### src/hw/rtl/npc_pkg.sv
// Package for the nearest palette colour block: widths, register codes, distance helpers
package npc_pkg;

    localparam int MAX_SLOTS   = 16;
    localparam int SLOT_W      = 4;
    localparam int COLOUR_W    = 6;
    localparam int LEVEL_W     = 2;
    localparam int WEIGHT_W    = 4;
    localparam int HALF_W      = 48;
    localparam int HALF_SLOTS  = 8;
    localparam int CFG_IDX_W   = 3;
    localparam int CFG_DATA_W  = HALF_W;
    localparam int IN_TDATA_W  = 8;
    localparam int OUT_TDATA_W = 8;
    localparam int SQ_W        = 4;
    localparam int PROD_W      = SQ_W + WEIGHT_W;
    localparam int SUM_W       = PROD_W + 2;
    // largest real distance is 15*9*3 = 405, so nine bits hold it
    localparam int DIST_W      = 9;

    localparam logic [DIST_W-1:0]   DIST_MAX      = '1;
    localparam logic [HALF_W-1:0]   PAL_LO_RESET  = 48'd187228901376128;
    localparam logic [HALF_W-1:0]   PAL_HI_RESET  = 48'd281328771519957;
    localparam logic [WEIGHT_W-1:0] W_RED_RESET   = 4'd2;
    localparam logic [WEIGHT_W-1:0] W_GREEN_RESET = 4'd4;
    localparam logic [WEIGHT_W-1:0] W_BLUE_RESET  = 4'd3;

    typedef enum logic [CFG_IDX_W-1:0] {
        REG_PAL_LO  = 3'd0,
        REG_PAL_HI  = 3'd1,
        REG_W_RED   = 3'd2,
        REG_W_GREEN = 3'd3,
        REG_W_BLUE  = 3'd4
    } t_reg_idx;

    typedef struct packed {
        logic [SLOT_W-1:0] idx;
        logic [DIST_W-1:0] cost;
    } t_cand;

    function automatic logic [SQ_W-1:0] sq_diff(logic [LEVEL_W-1:0] a, logic [LEVEL_W-1:0] b);
        logic [LEVEL_W-1:0] d;
        d = (a > b) ? (a - b) : (b - a);
        return {2'b00, d} * {2'b00, d};
    endfunction

    function automatic logic [DIST_W-1:0] wdist(
        logic [COLOUR_W-1:0] c,
        logic [COLOUR_W-1:0] p,
        logic [WEIGHT_W-1:0] wr,
        logic [WEIGHT_W-1:0] wg,
        logic [WEIGHT_W-1:0] wb
    );
        logic [PROD_W-1:0] pr, pg, pb;
        logic [SUM_W-1:0]  sum;
        pr  = {4'b0000, sq_diff(c[5:4], p[5:4])} * {4'b0000, wr};
        pg  = {4'b0000, sq_diff(c[3:2], p[3:2])} * {4'b0000, wg};
        pb  = {4'b0000, sq_diff(c[1:0], p[1:0])} * {4'b0000, wb};
        sum = {2'b00, pr} + {2'b00, pg} + {2'b00, pb};
        return sum[DIST_W-1:0];
    endfunction

    // lower index (a) keeps a tie
    function automatic t_cand pick(t_cand a, t_cand b);
        return (b.cost < a.cost) ? b : a;
    endfunction

endpackage

### src/hw/rtl/nearest_palette_colour.sv
// Top level of the nearest palette colour quantiser
//
// Maps a 2-2-2 RGB colour to the index of the nearest of PALETTE_SLOTS palette
// entries, nearness being weight_red*dr^2 + weight_green*dg^2 + weight_blue*db^2
// over 2-bit levels; the lowest index wins a tie.
// Input stream: s_axis_*, colour_in in tdata[5:0]. Output stream: m_axis_*,
// best_slot in tdata[3:0]. Both channels transfer when tvalid and tready are high.
// Configuration: write i_cfg_wdata to register i_cfg_index while i_cfg_we is high
// (0/1 palette halves, 2..4 weights); indexes above 4 are ignored. Write only when
// no transfer is in flight.
// Pipeline: 3 register stages (distances, then two levels of compare-select in
// each of the next two stages) that all advance together. Throughput: one colour
// per cycle while the result is taken or the output slot is empty.
// Stall: when the result is not taken, the whole pipeline holds and s_axis_tready
// drops; nothing is lost or repeated.
// Reset: synchronous, active low; empties the pipeline and loads the default
// palette (16 VGA colours cut to 2-2-2) and weights 2, 4, 3.
module nearest_palette_colour #(
    parameter int PALETTE_SLOTS = npc_pkg::MAX_SLOTS
) (
    input  logic                           i_clk,
    input  logic                           i_rst_n,
    input  logic                           s_axis_tvalid,
    output logic                           s_axis_tready,
    input  logic [npc_pkg::IN_TDATA_W-1:0] s_axis_tdata,   // [5:0] colour_in
    output logic                           m_axis_tvalid,
    input  logic                           m_axis_tready,
    output logic [npc_pkg::OUT_TDATA_W-1:0] m_axis_tdata,  // [3:0] best_slot
    input  logic                           i_cfg_we,
    input  logic [npc_pkg::CFG_IDX_W-1:0]  i_cfg_index,
    input  logic [npc_pkg::CFG_DATA_W-1:0] i_cfg_wdata
);
    import npc_pkg::*;

    // configuration registers
    logic [HALF_W-1:0]   r_pal_lo, r_pal_hi;
    logic [WEIGHT_W-1:0] r_w_red, r_w_green, r_w_blue;

    // pipeline
    logic                r_v1, r_v2, r_v3;
    logic [DIST_W-1:0]   r_dist1 [MAX_SLOTS];
    t_cand               r_cand2 [4];
    logic [SLOT_W-1:0]   r_best;

    logic                en;
    logic [DIST_W-1:0]   n_dist1 [MAX_SLOTS];
    t_cand               lvl_a   [8];
    t_cand               n_cand2 [4];
    t_cand               lvl_c   [2];
    t_cand               n_best;

    // every stage moves when the output slot is free or being emptied
    assign en            = !r_v3 || m_axis_tready;
    assign s_axis_tready = en;
    assign m_axis_tvalid = r_v3;
    assign m_axis_tdata  = {{(OUT_TDATA_W-SLOT_W){1'b0}}, r_best};

    // stage 1: one weighted distance per slot; absent slots never win
    for (genvar s = 0; s < MAX_SLOTS; s++) begin : g_dist
        logic [COLOUR_W-1:0] pal;
        if (s < HALF_SLOTS) begin : g_lo
            assign pal = r_pal_lo[COLOUR_W*s +: COLOUR_W];
        end else begin : g_hi
            assign pal = r_pal_hi[COLOUR_W*(s-HALF_SLOTS) +: COLOUR_W];
        end
        if (s < PALETTE_SLOTS) begin : g_real
            assign n_dist1[s] = wdist(s_axis_tdata[COLOUR_W-1:0], pal,
                                      r_w_red, r_w_green, r_w_blue);
        end else begin : g_pad
            assign n_dist1[s] = DIST_MAX;
        end
    end

    // stage 2: 16 -> 8 -> 4
    always_comb begin
        for (int i = 0; i < 8; i++) begin
            lvl_a[i] = pick('{idx: SLOT_W'(2*i),   cost: r_dist1[2*i]},
                            '{idx: SLOT_W'(2*i+1), cost: r_dist1[2*i+1]});
        end
        for (int i = 0; i < 4; i++) begin
            n_cand2[i] = pick(lvl_a[2*i], lvl_a[2*i+1]);
        end
    end

    // stage 3: 4 -> 2 -> 1
    always_comb begin
        for (int i = 0; i < 2; i++) begin
            lvl_c[i] = pick(r_cand2[2*i], r_cand2[2*i+1]);
        end
        n_best = pick(lvl_c[0], lvl_c[1]);
    end

    always_ff @(posedge i_clk) begin
        if (!i_rst_n) begin
            r_pal_lo  <= PAL_LO_RESET;
            r_pal_hi  <= PAL_HI_RESET;
            r_w_red   <= W_RED_RESET;
            r_w_green <= W_GREEN_RESET;
            r_w_blue  <= W_BLUE_RESET;
        end else if (i_cfg_we) begin
            unique case (i_cfg_index)
                REG_PAL_LO:  r_pal_lo  <= i_cfg_wdata[HALF_W-1:0];
                REG_PAL_HI:  r_pal_hi  <= i_cfg_wdata[HALF_W-1:0];
                REG_W_RED:   r_w_red   <= i_cfg_wdata[WEIGHT_W-1:0];
                REG_W_GREEN: r_w_green <= i_cfg_wdata[WEIGHT_W-1:0];
                REG_W_BLUE:  r_w_blue  <= i_cfg_wdata[WEIGHT_W-1:0];
                default: ;
            endcase
        end
    end

    always_ff @(posedge i_clk) begin
        if (!i_rst_n) begin
            r_v1 <= 1'b0;
            r_v2 <= 1'b0;
            r_v3 <= 1'b0;
        end else if (en) begin
            r_v1 <= s_axis_tvalid;
            r_v2 <= r_v1;
            r_v3 <= r_v2;
        end
    end

    always_ff @(posedge i_clk) begin
        if (en) begin
            r_dist1 <= n_dist1;
            r_cand2 <= n_cand2;
            r_best  <= n_best.idx;
        end
    end

endmodule

### config.mk
export PLATFORM = sky130hd
export DESIGN_NAME = nearest_palette_colour
export DESIGN_NICKNAME = d
export VERILOG_FILES = /design/src/hw/rtl/npc_pkg.sv /design/src/hw/rtl/nearest_palette_colour.sv
export SDC_FILE = /design/constraint.sdc
export NUM_CORES = 2
export LEC_CHECK = 0
export BUFFER_PORTS_ARGS = -buffer_cell sky130_fd_sc_hd__clkbuf_2
export CORE_MARGIN = 4
export CORE_UTILIZATION = 34
export CTS_CLUSTER_DIAMETER = 40
export DETAILED_ROUTE_END_ITERATION = 6
export SLEW_MARGIN = 10
export SYNTH_ARGS = -nofsm -noshare
export SYNTH_HDL_FRONTEND = slang
export SYNTH_SLANG_ARGS = --single-unit
### constraint.sdc
create_clock -name i_clk -period 14.6 [get_ports i_clk]
set_input_delay 3.65 -clock i_clk [delete_from_list [all_inputs] [get_ports i_clk]]
set_output_delay 3.65 -clock i_clk [all_outputs]
set_load 0.01 [all_outputs]
==> out/metrics.cfg <==
[final_layout]
register_area_um2=7990
syn_to_final_growth_pct=10.1
final_util=0.379
drive_above_1_share=0.0567
fillerInstances=11454
layout.nets=5448
multi_input_area_um2=26900

[setup_path]
crit_slowest_cell=o311ai_0
critPathLaunchType=primary input
rr_endpoint=r_dist1[80]
max_stage_delay_ps=990
worst-path-buf-inv=5
regToRegSetupSlack_ps=8430
critPathArrivalTime_ps=10160
crit_path_end_kind=register
crit_family=adder cells
path_cells=clkbuf_2 > buf_4 > inv_2 > fa_1 > nor2_1 > o311ai_0 > nor2_1 > ha_1 > inv_1 > fa_1 > inv_1 > fa_1 > fa_1 > fa_1 > ha_1 > a21o_1 > a21oi_1 > o21bai_1 > a21oi_1 > xnor2_1
critical_path_class=in -> reg
cp_max_fo=17
critPathRequiredTime_ps=14960
path_common_cell=fa_1
reg2reg_depth=18
r2r-start=r_pal_lo[44]

[synth]
synth_top_area_cell=ha_1
syn-cell-area_um2=38900
synth_edf_count=192
synth.area.top_cells=ha_1 (23%), fa_1 (20%), edfxtp_1 (15%)
synth-seq-cells=303
synth_top_flop_cell=edfxtp_1
seq_area_frac_synth=0.205
synth_cell_types=59
yosys_warnings=0
syn_inst=4254
yosys-top-cells-count=inv_1 (902), ha_1 (728), nor2_1 (422)
syn_avg_cell_area_um2=9.15
yosysMostFrequentCell=inv_1
async_reset_ff_frac=0
synth.top_cell.area_share=0.234

[cts]
cts_tree=yes
clkSinkCount=303
post_cts.repair.setup_buffers=0
root_buffer=clkbuf_16
htree_levels=2
hold_buffers=0
cts_buffers=57
cts_resized=0
clockBufferDepth=3
cts.clk_slew.worst_paths_ps=50
clock_latency_ps=630

[timing]
worst_pin_slew_ps=1180
slew_violations=0
finClkSkew_ps=26.4
finalSetupViolations=0
timing.final.crit_share=0.671
hold_ws_ps=464
tns_ps=0
max_freq_mhz=102
hold_viol=0
worst_slack_ps=4800
relSlewSlack=0.202
rsz0062_at_grt=no
layout_min_cycle_time_ps=9800

[power_and_ir_drop]
power_mw=5.39
ir_drop_uv=98.4
power_density_nw_per_um2=126
p_leak_nw=21.6

[global_route]
grt_pass1_wl_um=161000
grt_pass1_vias=29133
grt_usage=0.170
grt_max_degree=69
top_usage_layer=met2
grtUsageMet2=0.277
grt_remaining_overflow=0
use_met1=0.230
antenna_found_initial=2
met3_usage=0.0239

[placement]
dp_hpwl_um=75000
pre_cts_slack_ps=4190
io_buffer_count=67
place.gp.congestion=0.841

[floorplan]
io_pins=74
die_y_um=346
die_x_um=346
rows=123
start_util=0.344
core_um2=113000
dieArea_um2=120000

[outcome]
outcome=complete, no violations

[detailed_routing]
drc=0
drt_iter0_markers=1697
ant_nets=0
vias=28163
via_per_inst=4.84
drt-pass1-iter-count=6
drt-total-wl_um=101000
wire_per_inst_um=17.4

[min_path]
hold_path_class=reg -> reg
holdPathEnd=m_axis_tvalid
hp-start=r_v2
worst_hold_path.num_cells=2

[run]
maxCapViolations=0

-- final cells by class --
class	count	area share
multi-input combinational	2895	0.628
sequential	303	0.186
inverter	906	0.0793
tap	1500	0.0438
clock buffer	73	0.0385
timing repair buffer	109	0.0152
clock inverter	35	0.00838
antenna	1	0.0000584
-- per-stage QoR --
step                      area, um^2  instances
after floorplan                38900       4257
after global placement         40900       5713
after detailed placement       40900       5713
after CTS                      42900       5821
after global routing           42900       5821
final                          42900       5822
-- worst min-delay path, delay by kind of cell (launching register included) --
family | cells | cell delay (ps)
flip-flops | 1 | 310
AO/OA/AOI/OAI | 1 | 60
buffers and inverters | 1 | 40
-- cell usage in the layout, fill, tap and decap left out, drive strengths merged, types with 75 or more instances in the layout --
cell type	instances
nor3	160
clkbuf	139
a21oi	169
nand2	233
ha	728
inv	918
dfxtp	111
nor2	422
fa	384
nand2b	128
edfxtp	192
nor2b	75
-- power breakdown --
group / leakage [nW] / switching [mW] / internal [mW]
Sequential: 3.03 / 0.120 / 1.22
Clock: 0.972 / 0.508 / 0.851
Combinational: 17.6 / 1.60 / 1.09
-- worst max-delay path by stage --
stage	depth (start not counted)	from	endpoint	slack, ps
4_1_cts	20	s_axis_tdata[3]	r_dist1[80]	4830
6_report	20	s_axis_tdata[3]	r_dist1[80]	4800
3_3_place_gp	24	s_axis_tdata[1]	r_dist1[134]	4240
5_1_grt	24	s_axis_tdata[1]	r_dist1[134]	4460
2_1_floorplan	1	m_axis_tready	s_axis_tready	2540
3_5_place_dp	20	s_axis_tdata[3]	r_dist1[80]	4190
-- cells by family (layout without fill, tap and decap cells) --
logic type,Yosys count,in the layout,synth area share
buf+inv,1059,1123,0.104
compound gates,497,497,0.0848
flops,303,303,0.205
mux,81,81,0.0214
simple gates,1102,1102,0.131
xor+xnor,99,99,0.0223
fa+ha+maj,1112,1112,0.432
other cells,1,5,0.0000964
-- state kept, by name, indices dropped and copies added (netlist names) --
register,flops
r_dist1,144
r_cand2,44
r_w_green,4
r_pal_lo,48
r_pal_hi,48
r_w_blue,4
r_best,4
r_v2,1
r_w_red,4
r_v1,1
m_axis_tvalid,1
-- per-layer routing --
| layer | part of all wire | wire length [um] | vias up |
|---|---|---|---|
| met4 | 0.042 | 4250 | 0 |
| met5 | 0 | 0 | - |
| li1 | - | - | 13740 |
| met2 | 0.45 | 45400 | 651 |
| met3 | 0.059 | 5940 | 184 |
| met1 | 0.45 | 45900 | 13588 |
Power figures use the tool's default switching activity.
